**src/mkle_pkg.sv**
```systemverilog
// Package for the keypad line editor: field widths, key codes, event codes,
// the shared key transfer struct and the keypad lookup table.
// No dependencies; the files that use it refer to it by scoped names.
package mkle_pkg;

  // Widths of the stream fields.
  localparam int unsigned COL_W      = 4;
  localparam int unsigned ROW_W      = 4;
  localparam int unsigned READ_IDX_W = 6;
  localparam int unsigned CHAR_W     = 7;
  localparam int unsigned TXT_LEN_W  = 6;
  localparam int unsigned EVENT_W    = 2;

  // Packed stream widths, rounded up to whole bytes.
  localparam int unsigned IN_DATA_W  = 16;
  localparam int unsigned OUT_DATA_W = 32;

  // Editing keys.
  localparam logic [CHAR_W-1:0] KEY_DEL = 7'h2A;  // '*'
  localparam logic [CHAR_W-1:0] KEY_CLR = 7'h23;  // '#'

  // Edit event reported with each result.
  typedef enum logic [EVENT_W-1:0] {
    EV_NONE   = 2'd0,
    EV_APPEND = 2'd1,
    EV_DELETE = 2'd2,
    EV_CLEAR  = 2'd3
  } key_event_e;

  // A newly pressed key found by the scanner.
  typedef struct packed {
    logic              hit;
    logic [CHAR_W-1:0] code;
  } key_t;

  // Keypad legend, indexed by column and row (both from zero).
  function automatic logic [CHAR_W-1:0] key_lookup(input logic [1:0] col,
                                                   input logic [1:0] row);
    logic [CHAR_W-1:0] ch;
    case ({col, row})
      4'b00_00: ch = 7'h31;  // '1'
      4'b00_01: ch = 7'h34;  // '4'
      4'b00_10: ch = 7'h37;  // '7'
      4'b00_11: ch = 7'h2A;  // '*'
      4'b01_00: ch = 7'h32;  // '2'
      4'b01_01: ch = 7'h35;  // '5'
      4'b01_10: ch = 7'h38;  // '8'
      4'b01_11: ch = 7'h30;  // '0'
      4'b10_00: ch = 7'h33;  // '3'
      4'b10_01: ch = 7'h36;  // '6'
      4'b10_10: ch = 7'h39;  // '9'
      4'b10_11: ch = 7'h23;  // '#'
      4'b11_00: ch = 7'h41;  // 'A'
      4'b11_01: ch = 7'h42;  // 'B'
      4'b11_10: ch = 7'h43;  // 'C'
      4'b11_11: ch = 7'h44;  // 'D'
      default:  ch = 7'h00;
    endcase
    return ch;
  endfunction

endpackage

```
**src/mkle_ram.sv**
```systemverilog
// Generic simple dual-port RAM: one write port, one read port with a
// registered read. Used for the text line storage. No dependencies.
module mkle_ram #(
  parameter int unsigned WIDTH  = 8,
  parameter int unsigned DEPTH  = 16,
  parameter int unsigned ADDR_W = (DEPTH > 1) ? $clog2(DEPTH) : 1
) (
  input  logic              clk_i,
  input  logic              we_i,
  input  logic [ADDR_W-1:0] waddr_i,
  input  logic [WIDTH-1:0]  wdata_i,
  input  logic              re_i,
  input  logic [ADDR_W-1:0] raddr_i,
  output logic [WIDTH-1:0]  rdata_o
);

  logic [WIDTH-1:0] mem [DEPTH];
  logic [WIDTH-1:0] rdata_q;

  // Write port.
  always_ff @(posedge clk_i) begin
    if (we_i) begin
      mem[waddr_i] <= wdata_i;
    end
  end

  // Registered read; the data holds while no read is issued.
  always_ff @(posedge clk_i) begin
    if (re_i) begin
      rdata_q <= mem[raddr_i];
    end
  end

  assign rdata_o = rdata_q;

endmodule

```
**src/mkle_scan.sv**
```systemverilog
// Keypad row scanner: tracks the scan phase, the selected column and the
// key-held flag, and reports a newly pressed key. Depends on mkle_pkg.
module mkle_scan (
  input  logic                          clk_i,
  input  logic                          rst_ni,
  input  logic                          en_i,         // advance one scan tick
  input  logic [mkle_pkg::COL_W-1:0]    col_sense_i,
  output logic [mkle_pkg::ROW_W-1:0]    row_drive_o,  // next row pattern
  output mkle_pkg::key_t                key_o
);

  // Phase codes: idle with all rows low, or the row being scanned.
  localparam logic [2:0] PH_IDLE = 3'd0;
  localparam logic [2:0] PH_ROW1 = 3'd1;
  localparam logic [2:0] PH_ROW2 = 3'd2;
  localparam logic [2:0] PH_ROW3 = 3'd3;
  localparam logic [2:0] PH_ROW4 = 3'd4;

  logic [2:0] phase_q, phase_d;
  logic [1:0] col_q, col_d;
  logic       held_q, held_d;
  logic [1:0] first_low;
  logic       scanning;
  logic       found;
  logic [1:0] row_idx;

  // Lowest column that reads low; column four when none of the others do.
  always_comb begin
    first_low = 2'd3;
    for (int i = 2; i >= 0; i--) begin
      if (!col_sense_i[i]) begin
        first_low = 2'(i);
      end
    end
  end

  assign scanning = (phase_q inside {PH_ROW1, PH_ROW2, PH_ROW3, PH_ROW4});
  assign row_idx  = 2'(phase_q - PH_ROW1);

  // Next scan state.
  always_comb begin
    phase_d = phase_q;
    col_d   = col_q;
    held_d  = held_q;
    found   = 1'b0;
    if (scanning) begin
      if (!col_sense_i[col_q]) begin
        found   = 1'b1;
        held_d  = 1'b1;
        phase_d = PH_IDLE;
      end else if (phase_q != PH_ROW4) begin
        phase_d = phase_q + 3'd1;
      end else begin
        phase_d = PH_IDLE;
      end
    end else begin
      if (col_sense_i != '1) begin
        col_d   = first_low;
        phase_d = PH_ROW1;
      end else begin
        held_d  = 1'b0;
        phase_d = PH_IDLE;
      end
    end
  end

  // Only the first key since release is reported.
  assign key_o.hit  = found && !held_q;
  assign key_o.code = mkle_pkg::key_lookup(col_q, row_idx);

  // Row pattern that goes with the next phase.
  always_comb begin
    case (phase_d)
      PH_ROW1: row_drive_o = 4'b1110;
      PH_ROW2: row_drive_o = 4'b1101;
      PH_ROW3: row_drive_o = 4'b1011;
      PH_ROW4: row_drive_o = 4'b0111;
      default: row_drive_o = 4'b0000;
    endcase
  end

  always_ff @(posedge clk_i or negedge rst_ni) begin
    if (!rst_ni) begin
      phase_q <= PH_IDLE;
      col_q   <= 2'd0;
      held_q  <= 1'b0;
    end else if (en_i) begin
      phase_q <= phase_d;
      col_q   <= col_d;
      held_q  <= held_d;
    end
  end

endmodule

```
**src/mkle_line.sv**
```systemverilog
// Text line editor: line length, character storage in a RAM, edit events
// and the character read-back. Depends on mkle_pkg and mkle_ram.
module mkle_line #(
  parameter int unsigned LINE_BYTES = 64
) (
  input  logic                                 clk_i,
  input  logic                                 rst_ni,
  input  logic                                 rd_en_i,    // item transfer
  input  logic [mkle_pkg::READ_IDX_W-1:0]      rd_index_i, // index of that item
  input  logic                                 en_i,       // item leaves stage
  input  mkle_pkg::key_t                       key_i,
  input  logic [mkle_pkg::READ_IDX_W-1:0]      ridx_i,     // index of staged item
  output mkle_pkg::key_event_e                 event_o,
  output logic [mkle_pkg::CHAR_W-1:0]          code_o,
  output logic [mkle_pkg::TXT_LEN_W-1:0]       text_length_o,
  output logic [mkle_pkg::CHAR_W-1:0]          read_char_o
);

  localparam int unsigned LINE_CAP = LINE_BYTES - 1;
  localparam int unsigned LEN_W    = $clog2(LINE_BYTES);
  localparam int unsigned ADDR_W   = (LINE_CAP > 1) ? $clog2(LINE_CAP) : 1;
  localparam int unsigned IDX_W    = mkle_pkg::READ_IDX_W;
  localparam int unsigned CMP_W    = (LEN_W > IDX_W) ? LEN_W : IDX_W;
  localparam int unsigned TXT_W    = mkle_pkg::TXT_LEN_W;
  localparam int unsigned CH_W     = mkle_pkg::CHAR_W;

  logic [LEN_W-1:0]  len_q, len_d;
  logic              we;
  logic [ADDR_W-1:0] waddr;
  logic [CH_W-1:0]   rdata;
  logic              fwd_hit_q;
  logic [CH_W-1:0]   fwd_data_q;
  logic              own_hit;
  logic [CH_W-1:0]   ch;

  // Edit decision for the staged key.
  always_comb begin
    len_d   = len_q;
    we      = 1'b0;
    event_o = mkle_pkg::EV_NONE;
    if (key_i.hit) begin
      if (key_i.code == mkle_pkg::KEY_DEL) begin
        event_o = mkle_pkg::EV_DELETE;
        if (len_q != '0) begin
          len_d = len_q - LEN_W'(1);
        end
      end else if (key_i.code == mkle_pkg::KEY_CLR) begin
        event_o = mkle_pkg::EV_CLEAR;
        len_d   = '0;
      end else if (len_q < LEN_W'(LINE_CAP)) begin
        event_o = mkle_pkg::EV_APPEND;
        we      = 1'b1;
        len_d   = len_q + LEN_W'(1);
      end
    end
  end

  assign code_o = (event_o != mkle_pkg::EV_NONE) ? key_i.code : '0;
  assign waddr  = ADDR_W'(len_q);

  always_ff @(posedge clk_i or negedge rst_ni) begin
    if (!rst_ni) begin
      len_q <= '0;
    end else if (en_i) begin
      len_q <= len_d;
    end
  end

  mkle_ram #(
    .WIDTH  (CH_W),
    .DEPTH  (LINE_CAP),
    .ADDR_W (ADDR_W)
  ) u_text_ram (
    .clk_i   (clk_i),
    .we_i    (we && en_i),
    .waddr_i (waddr),
    .wdata_i (key_i.code),
    .re_i    (rd_en_i),
    .raddr_i (ADDR_W'(rd_index_i)),
    .rdata_o (rdata)
  );

  // A write landing in the same cycle as the read sees old data, so the
  // written character is kept alongside the read.
  always_ff @(posedge clk_i or negedge rst_ni) begin
    if (!rst_ni) begin
      fwd_hit_q <= 1'b0;
    end else if (rd_en_i) begin
      fwd_hit_q <= we && en_i && (CMP_W'(len_q) == CMP_W'(rd_index_i));
    end
  end

  always_ff @(posedge clk_i) begin
    if (rd_en_i) begin
      fwd_data_q <= key_i.code;
    end
  end

  // Read-back reflects this item's own append as well.
  assign own_hit = we && (CMP_W'(ridx_i) == CMP_W'(len_q));

  always_comb begin
    if (own_hit) begin
      ch = key_i.code;
    end else if (fwd_hit_q) begin
      ch = fwd_data_q;
    end else begin
      ch = rdata;
    end
  end

  assign read_char_o   = (CMP_W'(ridx_i) < CMP_W'(len_d)) ? ch : '0;
  assign text_length_o = TXT_W'(len_d);

endmodule

```
**src/matrix_keypad_line_editor_top.sv**
```systemverilog
// Top level of the keypad line editor: input stage, result register and the
// stream handshakes around the scanner and the line editor.
// Depends on mkle_pkg, mkle_scan, mkle_line (and through it mkle_ram).

// Each input transfer is one keypad scan tick and yields exactly one result
// transfer. The block takes one tick per clock cycle while results are not
// stalled and has no back-pressure of its own. A tick goes through the input
// stage, which issues the text RAM read, and then the result register. The text
// line is held in a single-write, single-read RAM of LINE_BYTES-1 characters,
// whose one read and one write per cycle set that rate. row_drive in each
// result is the pattern to put on the rows before the next col_sense sample.
module matrix_keypad_line_editor_top #(
  parameter int unsigned LINE_BYTES = 64
) (
  input  logic                               clk_i,
  input  logic                               rst_ni,
  // Input stream. tdata: col_sense[3:0], read_index[9:4], zero fill.
  input  logic                               s_axis_tvalid_i,
  output logic                               s_axis_tready_o,
  input  logic [mkle_pkg::IN_DATA_W-1:0]     s_axis_tdata_i,
  // Result stream. tdata: row_drive[3:0], key_event[5:4], key_code[12:6],
  // text_length[18:13], read_char[25:19], zero fill.
  output logic                               m_axis_tvalid_o,
  input  logic                               m_axis_tready_i,
  output logic [mkle_pkg::OUT_DATA_W-1:0]    m_axis_tdata_o
);

  localparam int unsigned COL_W = mkle_pkg::COL_W;
  localparam int unsigned IDX_W = mkle_pkg::READ_IDX_W;

  logic                          accept;
  logic                          s1_valid_q;
  logic [COL_W-1:0]              cols_q;
  logic [IDX_W-1:0]              ridx_q;
  logic                          s1_adv;
  logic                          out_valid_q;
  logic [mkle_pkg::OUT_DATA_W-1:0] out_data_q, out_data_d;

  logic [mkle_pkg::ROW_W-1:0]     row_drive;
  mkle_pkg::key_t                 key;
  mkle_pkg::key_event_e           key_event;
  logic [mkle_pkg::CHAR_W-1:0]    key_code;
  logic [mkle_pkg::TXT_LEN_W-1:0] text_length;
  logic [mkle_pkg::CHAR_W-1:0]    read_char;

  // Handshake: the staged item moves on whenever the result register is
  // free or being emptied, and a new item can enter behind it.
  assign s1_adv          = s1_valid_q && (!out_valid_q || m_axis_tready_i);
  assign s_axis_tready_o = !s1_valid_q || s1_adv;
  assign accept          = s_axis_tvalid_i && s_axis_tready_o;

  // Input stage.
  always_ff @(posedge clk_i or negedge rst_ni) begin
    if (!rst_ni) begin
      s1_valid_q <= 1'b0;
    end else if (s_axis_tready_o) begin
      s1_valid_q <= s_axis_tvalid_i;
    end
  end

  always_ff @(posedge clk_i) begin
    if (accept) begin
      cols_q <= s_axis_tdata_i[COL_W-1:0];
      ridx_q <= s_axis_tdata_i[COL_W +: IDX_W];
    end
  end

  mkle_scan u_scan (
    .clk_i       (clk_i),
    .rst_ni      (rst_ni),
    .en_i        (s1_adv),
    .col_sense_i (cols_q),
    .row_drive_o (row_drive),
    .key_o       (key)
  );

  mkle_line #(
    .LINE_BYTES (LINE_BYTES)
  ) u_line (
    .clk_i         (clk_i),
    .rst_ni        (rst_ni),
    .rd_en_i       (accept),
    .rd_index_i    (s_axis_tdata_i[COL_W +: IDX_W]),
    .en_i          (s1_adv),
    .key_i         (key),
    .ridx_i        (ridx_q),
    .event_o       (key_event),
    .code_o        (key_code),
    .text_length_o (text_length),
    .read_char_o   (read_char)
  );

  // Pack the result fields.
  assign out_data_d = {6'd0, read_char, text_length, key_code, key_event, row_drive};

  // Result register.
  always_ff @(posedge clk_i or negedge rst_ni) begin
    if (!rst_ni) begin
      out_valid_q <= 1'b0;
    end else if (s1_adv) begin
      out_valid_q <= 1'b1;
    end else if (m_axis_tready_i) begin
      out_valid_q <= 1'b0;
    end
  end

  always_ff @(posedge clk_i) begin
    if (s1_adv) begin
      out_data_q <= out_data_d;
    end
  end

  assign m_axis_tvalid_o = out_valid_q;
  assign m_axis_tdata_o  = out_data_q;

  // Row drive is either all low or exactly one row low.
  a_row_pattern : assert property (@(posedge clk_i) disable iff (!rst_ni)
    out_valid_q |-> (out_data_q[3:0] == 4'b0000 || $countones(~out_data_q[3:0]) == 1))
    else $error("row drive pattern is not idle or a single row");

  // An event carries a key code and no event carries none.
  a_event_code : assert property (@(posedge clk_i) disable iff (!rst_ni)
    out_valid_q |-> ((out_data_q[5:4] == mkle_pkg::EV_NONE) == (out_data_q[12:6] == '0)))
    else $error("key event and key code disagree");

  // A key event ends the scan, so the rows return to idle.
  a_event_idle : assert property (@(posedge clk_i) disable iff (!rst_ni)
    (out_valid_q && out_data_q[5:4] != mkle_pkg::EV_NONE) |-> (out_data_q[3:0] == 4'b0000))
    else $error("scan still running after a key event");

  // A clear always leaves an empty line.
  a_clear_empty : assert property (@(posedge clk_i) disable iff (!rst_ni)
    (out_valid_q && out_data_q[5:4] == mkle_pkg::EV_CLEAR) |-> (out_data_q[18:13] == '0))
    else $error("line not empty after clear");

endmodule
```
**config.mk**
```make
export PLATFORM = sky130hd
export DESIGN_NAME = matrix_keypad_line_editor_top
export DESIGN_NICKNAME = d
export VERILOG_FILES = /design/src/mkle_pkg.sv /design/src/mkle_ram.sv /design/src/mkle_scan.sv /design/src/mkle_line.sv /design/src/matrix_keypad_line_editor_top.sv
export SDC_FILE = /design/constraint.sdc
export NUM_CORES = 1
export LEC_CHECK = 0
export BUFFER_PORTS_ARGS = -buffer_cell sky130_fd_sc_hd__buf_2
export CAP_MARGIN = 20
export CORE_ASPECT_RATIO = 0.8
export CORE_MARGIN = 1.5
export CORE_UTILIZATION = 50
export CTS_BUF_LIST = sky130_fd_sc_hd__clkbuf_4 sky130_fd_sc_hd__clkbuf_8
export CTS_CLUSTER_DIAMETER = 60
export DETAILED_ROUTE_END_ITERATION = 10
export GPL_ROUTABILITY_DRIVEN = 0
export PLACE_DENSITY = 0.63
export SYNTH_ARGS = -nofsm -noshare
export SYNTH_HDL_FRONTEND = slang
export SYNTH_SLANG_ARGS = --single-unit
```
**constraint.sdc**
```tcl
create_clock -name clk_i -period 5.7 [get_ports clk_i]
set_input_delay 1.14 -clock clk_i [delete_from_list [all_inputs] [get_ports clk_i]]
set_output_delay 1.14 -clock clk_i [all_outputs]
set_load 0.05 [all_outputs]
```
# == Yosys cells after proc, flatten, opt, wreduce, memory -nomap -nowiden ==
# Memory sizes are Yosys's and may differ from the RTL's. A register that Yosys moved wholly into a read port is not among the register bits.
# Index checks and enable logic that the tools add are counted.
# word_totals
reg_bits,58
latch_bits,0
ram_bits,441
mem_bits_ro,112
input_bits,20
output_inout_bits,34
word_cells,90
mem_count,2
# mem_list
memory,depth,word_bits,read_ports,rd_clocked_by_memory_dff,wr,line,text
u_line.u_text_ram.mem,63,7,1,1,1,mkle_ram.sv:17,logic [WIDTH-1:0] mem [DEPTH];
(no name shown),16,7,1,0,0,mkle_pkg.sv:40,"case ({col, row})"
# classes
addsub,4
mul,0
div_mod_pow,0
n_lt_le_gt_ge,3
n_eq_ne,16
shifts,0
n_mux,34
bitwise,1
reduce_logical,17
# ops
op,count
6-bit two-way mux,5
1-bit two-way mux,17
4-bit case mux with 4 select lines,1
"7-bit by 6-bit == test with 1-bit output, second input constant",2
7-bit two-way mux,2
"3-bit by 2-bit == test with 1-bit output, second input constant",4
6-bit == test,2
2-bit two-way mux,5
3-bit two-way mux,3
"6-bit by 1-bit adder with 6-bit output, second input constant",1
"3-bit by 1-bit == test with 1-bit output, second input constant",2
"3-bit == test, second input constant",2
1-bit logical AND,6
6-bit less-than comparator,1
"6-bit less-than comparator, second input constant",1
3-bit AND reduction,2
6-bit nonzero test,1
"6-bit by 1-bit subtractor with 6-bit output, second input constant",1
"4-bit != test, second input constant",1
2-bit nonzero test,2
4-bit nonzero test,1
"3-bit by 1-bit adder with 3-bit output, second input constant",1
1-bit logical NOT,3
"2-bit by 3-bit less-than comparator with 1-bit output, second input constant",1
other kinds (7),8

# == Depth between registers and ports, before layout ==
# depth
depth_word,9
depth_mapped,19
mapped_depth_nobuf,18

# == Cells and area by module ==
# Synthesis repeated with hierarchy kept, for this count alone.
# unflattened
hier_cells,1135
hier_area_um2,21242.9
# modules_own_cells
mod,n_inst,cells_each,area_each_um2,seq_area_each_um2
mkle_ram,1,799,17543.1,13452.9
mkle_line,1,210,1819.2,385.4
matrix_keypad_line_editor_top,1,51,1233.7,1131.1
mkle_scan,1,75,646.9,150.1

# == Least setup slack after synthesis ==
# OpenSTA, ideal clock, no wires.
# synth_path
path_type,flip-flop to flip-flop
startpoint,register u_scan.phase_q[0]
endpoint,register out_data_q (netlist bit m_axis_tdata_o[20]) (data pin)
setup_ps,276
t_arrival_ps,4438
required_time_ps,5424
path_slack_ps,986
path_stages_with_launch,19
path_buffers,0
cell_sequence,dfrtp_1 -> inv_1 -> ha_1 -> mux2i_1 -> o21a_1 -> inv_1 -> nor3_1 -> o21ai_1 -> a2bb2oi_1 -> or3_1 -> and3_1 -> ha_1 -> o2111ai_1 -> or2_2 -> and3_1 -> nand4_1 -> o211ai_1 -> o41ai_4 -> nor2_1
# synth_lines
item,line,text
from (decl),mkle_scan.sv:19,"logic [2:0] phase_q, phase_d;"
from (signal assigned),mkle_scan.sv:88,phase_q <= phase_d;
to (signal assigned),matrix_keypad_line_editor_top.sv:109,out_data_q <= out_data_d;
to (decl),matrix_keypad_line_editor_top.sv:37,"logic [mkle_pkg::OUT_DATA_W-1:0] out_data_q, out_data_d;"

# == Final worst setup path ==
# layout_path
startpoint,register u_scan.phase_q[0]
endpoint,register out_data_q (netlist bit m_axis_tdata_o[20]) (data pin)
# layout_between
elab_chain_len,8
elab_cells_between_ends,20
classes_between,1 x add/sub; 1 x order compare; 6 x eq/ne; 8 x mux; 3 x reduce/logical; 1 x memory
# layout_lines
item
"parallel branches: the longest is 8 deep, another holds memory read 16 x 7 bit"
# Several ways; the timed one is not identified.
# A chain may end at the register's enable or synchronous reset.

==> results.cfg <==
[route]
drt_wl_total_um = 45100
viasPerCell = 5.89
drc = 0
drt-pass1-iter-count = 5
wl_per_cell_um = 25.5
vias = 10414
ant_nets = 0
drtIter0Drc = 1030

[yosys]
synth_top_family_by_area = multiplexers
syn_area_mm2 = 0.0208
synthArstFlopShare = 0.0296
synth-main-ff-cell = edfxtp_1
synth_compound_area_frac = 0.0330
synth_area_per_cell_um2 = 19.3
ys_seq_elements = 506
synth_cells = 1077
yosys_warnings = 0
synth-simple-area-share = 0.0540
synth_xor_xnor_area_share = 0.00549
synthMuxAreaShare = 0.154
synth_edf_count = 491
ys_seq_area_frac = 0.728
synth_adder_area_share = 0.00904
synthDistinctLibCells = 61

[final_layout]
final_core_util = 0.567
area_growth_pct = 11.5
drive_gt1_frac = 0.286
n_fill_cell = 3133
seq_area_mm2 = 0.0151
n_antenna_cell = 0
multi_input_area_mm2 = 0.00534
fin_nets = 1195

[critical_path]
path_cells = inv_1 -> ha_1 -> nor2_1 -> mux4_2 -> nor4b_4 -> nand3_1 -> a2bb2oi_1 -> or3_1 -> and3_1 -> ha_1 -> o2111ai_1 -> or2_2 -> and3_1 -> nand4_1 -> o211ai_1 -> o41ai_4 -> nor2_1
reg2reg_slack_ns = 0.72
cp-end-kind = flop
worstPathRequired_ns = 6.06
path_class = reg2reg
start_kind = flop
critPathMaxFanout = 11
slowest_stage = mux4_2
max_stage_delay_ns = 0.57
crit_family = simple AND/OR/NAND/NOR gates
cp_data_arrival_time_ns = 5.34
critPathBufInv = 1

[clocking]
cts_setup_buffers = 0
clock_latency_ns = 0.64
root_buffer = clkbuf_8
cts_buffers = 78
cts_hold_buffers = 0
cts_sinks = 506
cts_buffer_depth = 3
htree_levels = 3
cts_tree = built
clkSlewWorstSetupHoldPaths_ns = 0.06
post_cts_resized = 0

[timing]
worst_slack_ns = 0.721
drv_slew = 0
min_period_ns = 4.98
final.setup_skew_ns = 0.0325
rsz0062_at_grt = false
period_share = 0.873
tightest_slew_ns = 1.05
tns_ns = 0
hold_viol = 0
fmax_ghz = 0.201
slew_headroom = 0.300
setup_viol = 0

[grt]
grt_util_all_layers = 0.219
grt_pass1_vias = 10354
gr-total-overflow = 0
grt_pass1_wl_um = 67500
grt_max_degree = 72
antenna_found_initial = 0

[floorplan]
die_h_um = 185
dieArea_mm2 = 0.0427
rows = 66
ios = 54
fp.dieW_um = 231
core_area_mm2 = 0.0408
start_util = 0.509

[place]
io_buffers = 41
dp_hpwl_um = 27300
pre_cts_ws_ns = 0.775

[power]
ir_worst_vdd_uv = 435
p_leak_uw = 0.00743
powerDensity_mw_per_mm2 = 445

[status]
run_status = finished, final reports clean

[hold_path]
hold_path_class = in2async

[run]
maxCapViolCount = 0
layout by cell type (no fill, tap or decap), types with 15 or more instances in the layout:
cell      instances
edfxtp_1        491
mux4_2          135
nor2_1           93
clkbuf_8         81
nand2_1          43
buf_2            39
o21ai_0          31
clkbuf_4         30
clkinv_1         20
a22oi_1          16
nand3_1          15
ha_1             15
dfrtp_1          15
sequential cells by signal, summed over array words and instances, names as in the netlist:
| signal | flops |
|---|---|
| u_line.u_text_ram.mem | 441 |
| m_axis_tdata_o | 26 |
| u_line.fwd_data_q | 7 |
| u_line.u_text_ram.rdata_o | 7 |
| ridx_q | 6 |
| u_line.len_q | 6 |
| cols_q | 4 |
| u_scan.phase_q | 3 |
| u_scan.col_q | 2 |
| m_axis_tvalid_o | 1 |
| s1_valid_q | 1 |
| u_line.fwd_hit_q | 1 |
| u_scan.held_q | 1 |
metrics by stage:
step                cells  total power, µW  hold WS, ns  cell area [µm²]
floorplan            1082             6600        0.457            20800
global placement     1622             7390        0.465            21600
detailed placement   1622             7450        0.480            21600
CTS                  1765            10400        0.392            23100
global route         1767            10800        0.427            23100
finish               1767            10300        0.429            23100
power breakdown:
part | internal, µW | switching, µW | total (µW) | leakage (µW)
Sequential | 4960 | 89.8 | 5050 | 0.00465
Combinational | 568 | 1770 | 2340 | 0.00198
Clock | 1530 | 1390 | 2920 | 0.000798
Yosys cell counts, types with 3 or more instances:
master	count	area share
nand4_4	6	0.0061
nor3_1	4	0.00096
o21ai_0	31	0.0075
edfxtp_1	491	0.71
ha_1	15	0.0090
buf_1	16	0.0029
nand2_2	3	0.00090
a22oi_1	16	0.0058
nor2_1	95	0.017
nand2b_1	5	0.0015
nand3b_1	3	0.0011
and2_1	4	0.0012
nand4_1	3	0.00090
nand3_1	16	0.0039
and3_1	7	0.0021
nand2_1	43	0.0078
o22ai_1	4	0.0012
mux2i_1	14	0.0068
a211oi_2	5	0.0030
dfrtp_1	15	0.018
xnor2_1	10	0.0042
nor2b_1	6	0.0018
clkbuf_1	35	0.0063
buf_4	6	0.0022
a22o_1	4	0.0017
o21a_1	5	0.0018
a211oi_1	4	0.0014
xor2_1	3	0.0013
mux4_2	135	0.15
a21oi_1	9	0.0022
buf_2	4	0.00096
inv_1	18	0.0033
or3_1	6	0.0018
cell type report:
type	count	share of cell area
timing repair buffer	59	0.0181
clock inverter	32	0.00735
multi-input combinational	495	0.231
sequential	506	0.653
inverter	20	0.00324
tap	544	0.0294
clock buffer	111	0.0579
metal layers:
layer  GRT usage  vias up  wire length, µm  share of wire
met2       0.314      363            19800           0.44
met1       0.334     5423            20800           0.46
met4      0.0654        0             1060          0.024
met5           0        -                0              0
li1            -     4549                -              -
met3      0.0531       79             3370          0.075
worst paths after layout:
path | from | to | cells past startpoint
worst min register to register | s1_valid_q | m_axis_tvalid_o | 1
worst max-delay path | u_scan.phase_q[0] | m_axis_tdata_o[20] | 17
worst max register to register | u_scan.phase_q[0] | m_axis_tdata_o[20] | 17
max in group asynchronous | rst_ni | u_scan.col_q[0] | 1
min in group clk_i | s1_valid_q | m_axis_tvalid_o | 1
worst min-delay path | rst_ni | u_line.len_q[0] | 1
cells by family after synthesis:
family | Yosys count
DFF | 506
and+or+nand+nor | 214
muxes | 150
AOI/OAI and AO/OA | 97
buffers and inverters | 81
adders and majority gates | 15
xor gates and xnor gates | 13
other | 1
Note: power is estimated with default switching activity, not from simulation.
